File: config.mk
export PLATFORM = sky130hd
export DESIGN_NAME = remote_command_packet_decoder
export DESIGN_NICKNAME = d
export VERILOG_FILES = /design/src/hdl/rcpd_pkg.sv /design/src/hdl/rcpd_text.sv /design/src/hdl/remote_command_packet_decoder.sv
export SDC_FILE = /design/constraint.sdc
export NUM_CORES = 1
export LEC_CHECK = 0
export BUFFER_PORTS_ARGS = -buffer_cell sky130_fd_sc_hd__buf_2
export CORE_AREA = 8 8 102 104
export DETAILED_ROUTE_END_ITERATION = 8
export DIE_AREA = 0 0 110 112
export GPL_TIMING_DRIVEN = 0
export PLACE_DENSITY = 0.87
export SETUP_SLACK_MARGIN = 0.4
export SYNTH_ARGS = -nofsm -noshare
export SYNTH_HDL_FRONTEND = slang
export SYNTH_SLANG_ARGS = --single-unit
File: constraint.sdc
create_clock -name clk -period 18 [get_ports clk]
set_input_delay 0 -clock clk [delete_from_list [all_inputs] [get_ports clk]]
set_output_delay 0 -clock clk [all_outputs]
set_load 0.03 [all_outputs]
File: src/hdl/rcpd_pkg.sv
// Shared definitions for the remote command packet decoder.
// Holds motion codes, register indexes, text and button phase codes and the text tracker state.
// No dependencies.
package rcpd_pkg;

	// Motion command codes.
	localparam logic [2:0] MOTION_NONE     = 3'd0;
	localparam logic [2:0] MOTION_FORWARD  = 3'd1;
	localparam logic [2:0] MOTION_BACKWARD = 3'd2;
	localparam logic [2:0] MOTION_LEFT     = 3'd3;
	localparam logic [2:0] MOTION_RIGHT    = 3'd4;
	localparam logic [2:0] MOTION_STOP     = 3'd5;

	// Configuration register indexes.
	localparam logic CFG_CENTER    = 1'b0;
	localparam logic CFG_DEAD_ZONE = 1'b1;

	// Text trimming phases.
	localparam logic [1:0] PH_LEAD  = 2'd0;
	localparam logic [1:0] PH_BODY  = 2'd1;
	localparam logic [1:0] PH_TRAIL = 2'd2;

	// Button string parser phases.
	localparam logic [2:0] BT_NOT    = 3'd0;
	localparam logic [2:0] BT_SKIP   = 3'd1;
	localparam logic [2:0] BT_SIGN   = 3'd2;
	localparam logic [2:0] BT_DIGITS = 3'd3;
	localparam logic [2:0] BT_DONE   = 3'd4;

	// Number of command words tracked by the text matcher.
	localparam int NUM_WORDS = 7;

	// Running state of the text decoder for the current packet.
	typedef struct packed {
		logic [1:0]           text_phase;
		logic [NUM_WORDS-1:0] word_candidates;
		logic [3:0]           char_position;
		logic [2:0]           button_phase;
		logic [2:0]           button_number;
	} text_state_t;

	localparam text_state_t TEXT_CLEAR = '{
		text_phase:      PH_LEAD,
		word_candidates: {NUM_WORDS{1'b1}},
		char_position:   4'd0,
		button_phase:    BT_NOT,
		button_number:   3'd0
	};

endpackage

File: src/hdl/rcpd_text.sv
// Text packet tracker: next-state logic for trimming, word matching and button parsing.
// Also gives the motion command that the updated state would produce at packet end.
// Depends on rcpd_pkg.
module rcpd_text (
	input  rcpd_pkg::text_state_t text_cur,
	input  logic [7:0]            data_byte,
	output rcpd_pkg::text_state_t text_nxt,
	output logic [2:0]            text_motion
);

	localparam logic [7:0] WORD_TEXT [rcpd_pkg::NUM_WORDS][8] = '{
		'{"f", "o", "r", "w", "a", "r", "d", 8'h00},
		'{"u", "p", 8'h00, 8'h00, 8'h00, 8'h00, 8'h00, 8'h00},
		'{"b", "a", "c", "k", "w", "a", "r", "d"},
		'{"d", "o", "w", "n", 8'h00, 8'h00, 8'h00, 8'h00},
		'{"l", "e", "f", "t", 8'h00, 8'h00, 8'h00, 8'h00},
		'{"r", "i", "g", "h", "t", 8'h00, 8'h00, 8'h00},
		'{"s", "t", "o", "p", 8'h00, 8'h00, 8'h00, 8'h00}
	};
	localparam logic [3:0] WORD_LEN [rcpd_pkg::NUM_WORDS] = '{
		4'd7, 4'd2, 4'd8, 4'd4, 4'd4, 4'd5, 4'd4
	};
	localparam logic [2:0] WORD_CMD [rcpd_pkg::NUM_WORDS] = '{
		rcpd_pkg::MOTION_FORWARD, rcpd_pkg::MOTION_FORWARD,
		rcpd_pkg::MOTION_BACKWARD, rcpd_pkg::MOTION_BACKWARD,
		rcpd_pkg::MOTION_LEFT, rcpd_pkg::MOTION_RIGHT, rcpd_pkg::MOTION_STOP
	};

	logic                           is_space;
	logic                           is_digit;
	logic [7:0]                     lower_byte;
	logic [2:0]                     digit_sat;
	logic [2:0]                     feed_phase;
	logic [2:0]                     feed_number;
	logic [rcpd_pkg::NUM_WORDS-1:0] cand;
	logic                           found;

	assign is_space   = (data_byte == 8'h20) || (data_byte >= 8'h09 && data_byte <= 8'h0D);
	assign is_digit   = (data_byte >= "0") && (data_byte <= "9");
	assign lower_byte = (data_byte >= "A" && data_byte <= "Z") ? data_byte + 8'd32 : data_byte;
	// Anything above five behaves like five, so the digit saturates right away.
	assign digit_sat  = (data_byte[3:0] > 4'd5) ? 3'd5 : data_byte[2:0];

	// Button number parser, fed with every byte after the leading B.
	always_comb begin
		feed_phase  = text_cur.button_phase;
		feed_number = text_cur.button_number;
		unique case (text_cur.button_phase)
			rcpd_pkg::BT_SKIP: begin
				if (is_space) begin
					feed_phase = rcpd_pkg::BT_SKIP;
				end else if (data_byte == "+") begin
					feed_phase = rcpd_pkg::BT_SIGN;
				end else if (is_digit) begin
					feed_phase  = rcpd_pkg::BT_DIGITS;
					feed_number = digit_sat;
				end else begin
					feed_phase = rcpd_pkg::BT_DONE;
				end
			end
			rcpd_pkg::BT_SIGN: begin
				if (is_digit) begin
					feed_phase  = rcpd_pkg::BT_DIGITS;
					feed_number = digit_sat;
				end else begin
					feed_phase = rcpd_pkg::BT_DONE;
				end
			end
			rcpd_pkg::BT_DIGITS: begin
				if (is_digit) begin
					feed_number = (text_cur.button_number == 3'd0) ? digit_sat : 3'd5;
				end else begin
					feed_phase = rcpd_pkg::BT_DONE;
				end
			end
			default: begin
				feed_phase = text_cur.button_phase;
			end
		endcase
	end

	// Trimming and word matching.
	always_comb begin
		text_nxt = text_cur;
		cand     = text_cur.word_candidates;
		if (is_space) begin
			if (text_cur.text_phase != rcpd_pkg::PH_LEAD) begin
				text_nxt.button_phase  = feed_phase;
				text_nxt.button_number = feed_number;
				text_nxt.text_phase    = rcpd_pkg::PH_TRAIL;
			end
		end else begin
			// Whitespace inside the text rules out every word.
			if (text_cur.text_phase == rcpd_pkg::PH_TRAIL) begin
				cand = '0;
			end
			if (text_cur.text_phase == rcpd_pkg::PH_LEAD) begin
				text_nxt.button_phase = (data_byte == "B" || data_byte == "b") ?
					rcpd_pkg::BT_SKIP : rcpd_pkg::BT_NOT;
			end else begin
				text_nxt.button_phase  = feed_phase;
				text_nxt.button_number = feed_number;
			end
			for (int k = 0; k < rcpd_pkg::NUM_WORDS; k++) begin
				if (!(text_cur.char_position < WORD_LEN[k] &&
					WORD_TEXT[k][text_cur.char_position[2:0]] == lower_byte)) begin
					cand[k] = 1'b0;
				end
			end
			text_nxt.word_candidates = cand;
			if (text_cur.char_position != 4'hF) begin
				text_nxt.char_position = text_cur.char_position + 4'd1;
			end
			text_nxt.text_phase = rcpd_pkg::PH_BODY;
		end
	end

	// Command for the packet if it ended with this byte.
	always_comb begin
		text_motion = rcpd_pkg::MOTION_NONE;
		found       = 1'b0;
		for (int k = 0; k < rcpd_pkg::NUM_WORDS; k++) begin
			if (!found && text_nxt.word_candidates[k] &&
				text_nxt.char_position == WORD_LEN[k]) begin
				text_motion = WORD_CMD[k];
				found       = 1'b1;
			end
		end
		if (!found && text_nxt.button_phase != rcpd_pkg::BT_NOT) begin
			if (text_nxt.button_number >= 3'd1 && text_nxt.button_number <= 3'd4) begin
				text_motion = text_nxt.button_number;
			end else begin
				text_motion = rcpd_pkg::MOTION_STOP;
			end
		end
	end

endmodule

File: src/hdl/remote_command_packet_decoder.sv
// Top level of the remote command packet decoder: input handshake, packet state,
// joystick and single-character decoding, result register and configuration.
// Depends on rcpd_pkg and rcpd_text.

// The decoder takes one received packet a word at a time, data_byte with
// last_byte marking the final word, and gives one motion word per packet
// (0 none, 1 forward, 2 backward, 3 left, 4 right, 5 stop). A one-word
// packet is looked up as a single command character, a two-word packet is an
// X then Y joystick pair judged against the stick center and dead_zone, and a
// longer packet is text that is trimmed and matched against command words or
// read as a B button number. Each input word is decoded in the cycle it is
// accepted, so the block takes one word per clock while in_ready is high;
// the motion word appears on the output register in the cycle after the last
// word of its packet. in_ready drops only while a finished motion word sits
// in the output register and out_ready is low, since that register is the
// only place a result can wait. Configuration writes (index 0 stick center,
// index 1 dead_zone) are taken in any cycle and should be made between packets.
module remote_command_packet_decoder (
	input  logic       clk,
	input  logic       arst_n,
	input  logic       in_valid,
	output logic       in_ready,
	input  logic [7:0] data_byte,
	input  logic       last_byte,
	output logic       out_valid,
	input  logic       out_ready,
	output logic [2:0] motion,
	input  logic       cfg_valid,
	output logic       cfg_ready,
	input  logic       cfg_index,
	input  logic [7:0] cfg_data
);

	// Command for a packet of exactly one character.
	function automatic logic [2:0] single_cmd(input logic [7:0] c);
		logic [2:0] cmd;
		unique case (c)
			"F", "f", "1": cmd = rcpd_pkg::MOTION_FORWARD;
			"B", "b", "2": cmd = rcpd_pkg::MOTION_BACKWARD;
			"L", "l", "3": cmd = rcpd_pkg::MOTION_LEFT;
			"R", "r", "4": cmd = rcpd_pkg::MOTION_RIGHT;
			"S", "s", "0": cmd = rcpd_pkg::MOTION_STOP;
			default:       cmd = rcpd_pkg::MOTION_NONE;
		endcase
		return cmd;
	endfunction

	// Command for a joystick pair. Offsets are nine-bit signed, so the byte
	// difference never wraps; magnitudes under the dead zone count as zero.
	function automatic logic [2:0] pair_cmd(input logic [7:0] xb, input logic [7:0] yb,
		input logic [7:0] center, input logic [7:0] dz);
		logic [8:0] x;
		logic [8:0] y;
		logic [8:0] ax;
		logic [8:0] ay;
		logic [8:0] mx;
		logic [8:0] my;
		logic [2:0] cmd;
		x  = {1'b0, xb} - {1'b0, center};
		y  = {1'b0, yb} - {1'b0, center};
		ax = x[8] ? (9'd0 - x) : x;
		ay = y[8] ? (9'd0 - y) : y;
		mx = (ax < {1'b0, dz}) ? 9'd0 : ax;
		my = (ay < {1'b0, dz}) ? 9'd0 : ay;
		cmd = rcpd_pkg::MOTION_STOP;
		if (my > mx) begin
			if (my > {1'b0, dz}) begin
				cmd = y[8] ? rcpd_pkg::MOTION_BACKWARD : rcpd_pkg::MOTION_FORWARD;
			end
		end else begin
			if (mx > {1'b0, dz}) begin
				cmd = x[8] ? rcpd_pkg::MOTION_LEFT : rcpd_pkg::MOTION_RIGHT;
			end
		end
		return cmd;
	endfunction

	logic                  in_fire;
	logic [1:0]            byte_count_q;
	logic [7:0]            first_byte_q;
	rcpd_pkg::text_state_t text_q;
	rcpd_pkg::text_state_t text_nxt;
	logic [2:0]            text_motion;
	logic [2:0]            packet_motion;
	logic [7:0]            center_q;
	logic [7:0]            dead_zone_q;
	logic                  out_valid_q;
	logic [2:0]            motion_q;

	assign in_ready  = !out_valid_q || out_ready;
	assign in_fire   = in_valid && in_ready;
	assign cfg_ready = 1'b1;
	assign out_valid = out_valid_q;
	assign motion    = motion_q;

	rcpd_text u_text (
		.text_cur    (text_q),
		.data_byte   (data_byte),
		.text_nxt    (text_nxt),
		.text_motion (text_motion)
	);

	// The packet length chooses the decoding. For a pair, the Y byte is the
	// current word, so it is used straight from the port.
	always_comb begin
		unique case (byte_count_q)
			2'd0:    packet_motion = single_cmd(data_byte);
			2'd1:    packet_motion = pair_cmd(first_byte_q, data_byte, center_q, dead_zone_q);
			default: packet_motion = text_motion;
		endcase
	end

	// Packet state. The last word of a packet clears everything for the next one.
	always_ff @(posedge clk or negedge arst_n) begin
		if (!arst_n) begin
			byte_count_q <= 2'd0;
			text_q       <= rcpd_pkg::TEXT_CLEAR;
		end else if (in_fire) begin
			if (last_byte) begin
				byte_count_q <= 2'd0;
				text_q       <= rcpd_pkg::TEXT_CLEAR;
			end else begin
				if (byte_count_q != 2'd3) begin
					byte_count_q <= byte_count_q + 2'd1;
				end
				text_q <= text_nxt;
			end
		end
	end

	// The first byte is only read while byte_count_q is one, after it is written.
	always_ff @(posedge clk) begin
		if (in_fire && byte_count_q == 2'd0) begin
			first_byte_q <= data_byte;
		end
	end

	// Result register.
	always_ff @(posedge clk or negedge arst_n) begin
		if (!arst_n) begin
			out_valid_q <= 1'b0;
		end else if (in_fire && last_byte) begin
			out_valid_q <= 1'b1;
		end else if (out_ready) begin
			out_valid_q <= 1'b0;
		end
	end

	always_ff @(posedge clk) begin
		if (in_fire && last_byte) begin
			motion_q <= packet_motion;
		end
	end

	// Configuration registers.
	always_ff @(posedge clk or negedge arst_n) begin
		if (!arst_n) begin
			center_q    <= 8'd127;
			dead_zone_q <= 8'd30;
		end else if (cfg_valid && cfg_ready) begin
			unique case (cfg_index)
				rcpd_pkg::CFG_CENTER:    center_q    <= cfg_data;
				rcpd_pkg::CFG_DEAD_ZONE: dead_zone_q <= cfg_data;
				default:                 center_q    <= center_q;
			endcase
		end
	end

	// The last word of a packet always yields a result and leaves clean state.
	a_last_clears: assert property (@(posedge clk) disable iff (!arst_n)
		in_fire && last_byte |=> out_valid_q && byte_count_q == 2'd0 &&
			text_q.text_phase == rcpd_pkg::PH_LEAD)
		else $error("last word did not produce a result or clear the packet state");

	// Leading whitespace is the only phase in which no character has been counted.
	a_lead_position: assert property (@(posedge clk) disable iff (!arst_n)
		(text_q.text_phase == rcpd_pkg::PH_LEAD) == (text_q.char_position == 4'd0))
		else $error("text phase and character position disagree");

	// A button string can only start at the first non-blank character.
	a_button_after_lead: assert property (@(posedge clk) disable iff (!arst_n)
		text_q.button_phase != rcpd_pkg::BT_NOT |-> text_q.text_phase != rcpd_pkg::PH_LEAD)
		else $error("button parser active before any text character");

	// The button number never exceeds its saturation value.
	a_button_sat: assert property (@(posedge clk) disable iff (!arst_n)
		text_q.button_number <= 3'd5)
		else $error("button number above saturation value");

endmodule

==> run metrics <==
Adder-Cell Fraction of Synth Area 15.2%; RSZ-0062 raised after global routing false; Synth Area in XOR/XNOR 4.85%; Area growth syn-to-layout 8.35%; Max Cap Viol 0; DR iter-0 viols 526; antenna viol nets, final 0; mux contribution to synthesized area 2.75%; Chip Width 110 um; initial antenna violation count 0; n_diodes 0; Tot GR Track Use 30.3%; Power per Cell Area 116 nW/um^2; CP max FO 10; setup TNS 0 ns; cell taking the most area after synthesis ha_1; post-synthesis compound-gate area fraction 25.8%; maximum VDD drop 0.0000799 V; Worst-path clk slew 0.11 ns; Post-Syn Instances 731; Seq cells post-synth 49; HPWL Detailed 14,400 um; Post-synth top cells ha_1 (69), nand2_1 (57), nor2_1 (50), o21ai_0 (48), inv_1 (43); distinct cell type count after synthesis 92; clock skew 0.0138 ns; Critical Path Sink Type flip-flop; R2R Setup Slk 10.52 ns; largest family of logic cells by synthesized area compound AO/OA/AOI/OAI gates; die height 112 um; critical path class flip-flop to flip-flop; CP arrival 7.54 ns; DRC 0; largest net degree at the start of global routing 39; Final Max Tran Viols 0; vias per cell 6.76; full die area 12,300 sq um; Mapped Avg Cell Area 8.16 sq um; period utilisation layout 41.6%; Synth area leaders ha_1 (14%), dfrtp_1 (8.4%), dfstp_2 (7.9%); Rel. slew slack 42.8%; Mapped Nets 825; Synth top area share 14.5%; CTS HTree Levels 2; total CTS buffers 5; worst slew pin tran 0.858 ns; Placer Congestion 0.992; Req. time, crit path 18.06 ns; vias in the first global route 6,034; Fill cells 713; DRT Wirelength 18,500 um; crit-path most repeated cell o21a_1; Layout Nets 872; core area 8890 sq um; routed via count 6,017; CTS tree done; I/O pins 29; CP max-delay cell a211oi_1; Final Core Density 72.7%; Root Buffer clkbuf_8; register area share after synthesis 21.9%; Worst Hold Class input pin to flip-flop; Tmin final 7.48 ns; share of cells above drive strength 1 13.2%; ys flop type dfrtp_1; status finished clean; final hold vios 0; total grt overflow 0; Port-buffer cells 27; crit-path max cell delay 0.72 ns; post-synthesis simple-gate area fraction 24.0%; most frequent cell after synthesis ha_1; initial core utilization 67.1%; crit start category flip-flop; P_leak 2.74 nW; wire per inst 20.8 um; first-pass GRT wire length 29,800 um; Clk Latency, worst-skew pair 0.31 ns; Post-synth EDFFs 11; ys async rst share 77.6%; Ys Warns 0; Post-Syn Area 5960 sq um; FP Rows 35; DRT Pass-1 Iters 7; CTS max path bufs 2; Post-CTS Repair Setup Buffers 0; Highest Clock Rate 0.134 GHz; CTS sink cnt 49; Final setup violation count 0
-- sequential cells by signal (all words and copies together) (netlist names) --
name and flops:
byte_count_q 2, center_q 8, first_byte_q 8, motion 3, dead_zone_q 8, text_q 19, out_valid 1
-- metal layers --
layer	wire length [um]	global-route usage, %
met5	0	0
met4	1270	18.8
met2	9080	52.9
met1	7070	33.3
met3	1110	4.10
-- cells by family (layout without fill, tap and decap cells) --
family	count (synthesis)	count (layout)
other	1	1
DFF	49	49
and+or+nand+nor	267	267
buffers and inverters	79	127
muxes	15	15
xor gates and xnor gates	33	33
AOI/OAI and AO/OA	216	216
adders and majority gates	71	71
-- critical path, delay by kind of cell (launching register included) --
kind	cells	cell delay, ns
compound gates	19	4.16
fa+ha+maj	4	1.10
buf+inv	3	0.46
flops	1	0.61
mux	1	0.29
simple gates	4	0.60
-- per-stage QoR --
stage / setup WS (ns) / instance area (sq um) / total power, W / hold slack [ns] / instances
after floorplan: 11.69 / 5960 / 0.000539 / -0.296 / 731
after global placement: 10.87 / 6240 / 0.000636 / 0.129 / 869
after detailed placement: 10.66 / 6240 / 0.000659 / 0.156 / 869
after CTS: 10.53 / 6460 / 0.000739 / 0.0176 / 890
after global routing: 10.02 / 6460 / 0.000815 / 0.0218 / 890
final: 10.52 / 6460 / 0.000746 / 0.0236 / 890
-- report_power, final --
| group | total [W] | leakage, nW | internal [W] | switching (W) |
|---|---|---|---|---|
| Combinational | 0.000529 | 2.14 | 0.000225 | 0.000304 |
| Sequential | 0.000146 | 0.553 | 0.000135 | 0.0000114 |
| Clock | 0.0000714 | 0.0466 | 0.0000285 | 0.0000429 |
-- cell usage in the layout (no fill, tap or decap), types with 23 or more instances in the layout --
cell	count
nor3_1	23
xnor2_1	23
ha_1	69
buf_2	35
nand2_1	57
o21ai_0	48
nor2b_1	27
nor2_1	50
inv_1	43
a21oi_1	26
-- final cells by class --
type                            count  area [sq um]  share of cell area [%]
Multi-Input combinational cell    603          4330                    67.0
Sequential cell                    49          1300                    20.2
Timing Repair Buffer               40           265                    4.11
Inverter                           44           165                    2.56
Buffer                             35           164                    2.54
Tap cell                          111           139                    2.15
Clock buffer                        5          68.8                    1.07
Clock inverter                      3          25.0                   0.387
-- path summary, 6_finish.rpt --
path,from,end,depth (start not counted)
setup / recovery,center_q[0],motion[1],31
hold / removal,out_ready,out_valid,3
setup reg to reg,center_q[0],motion[1],31
hold reg to reg,text_q[12],text_q[12],2
max in group asynchronous,arst_n,dead_zone_q[6],2
min in group asynchronous,arst_n,byte_count_q[1],2
-- repair_timing --
action | CTS | global route
resized for setup | 0 | 0
setup endpoints to repair | 0 | 0
hold buffers | 13 | 0
hold endpoints to repair | 40 | 0
(Power assumes the default switching activity.)
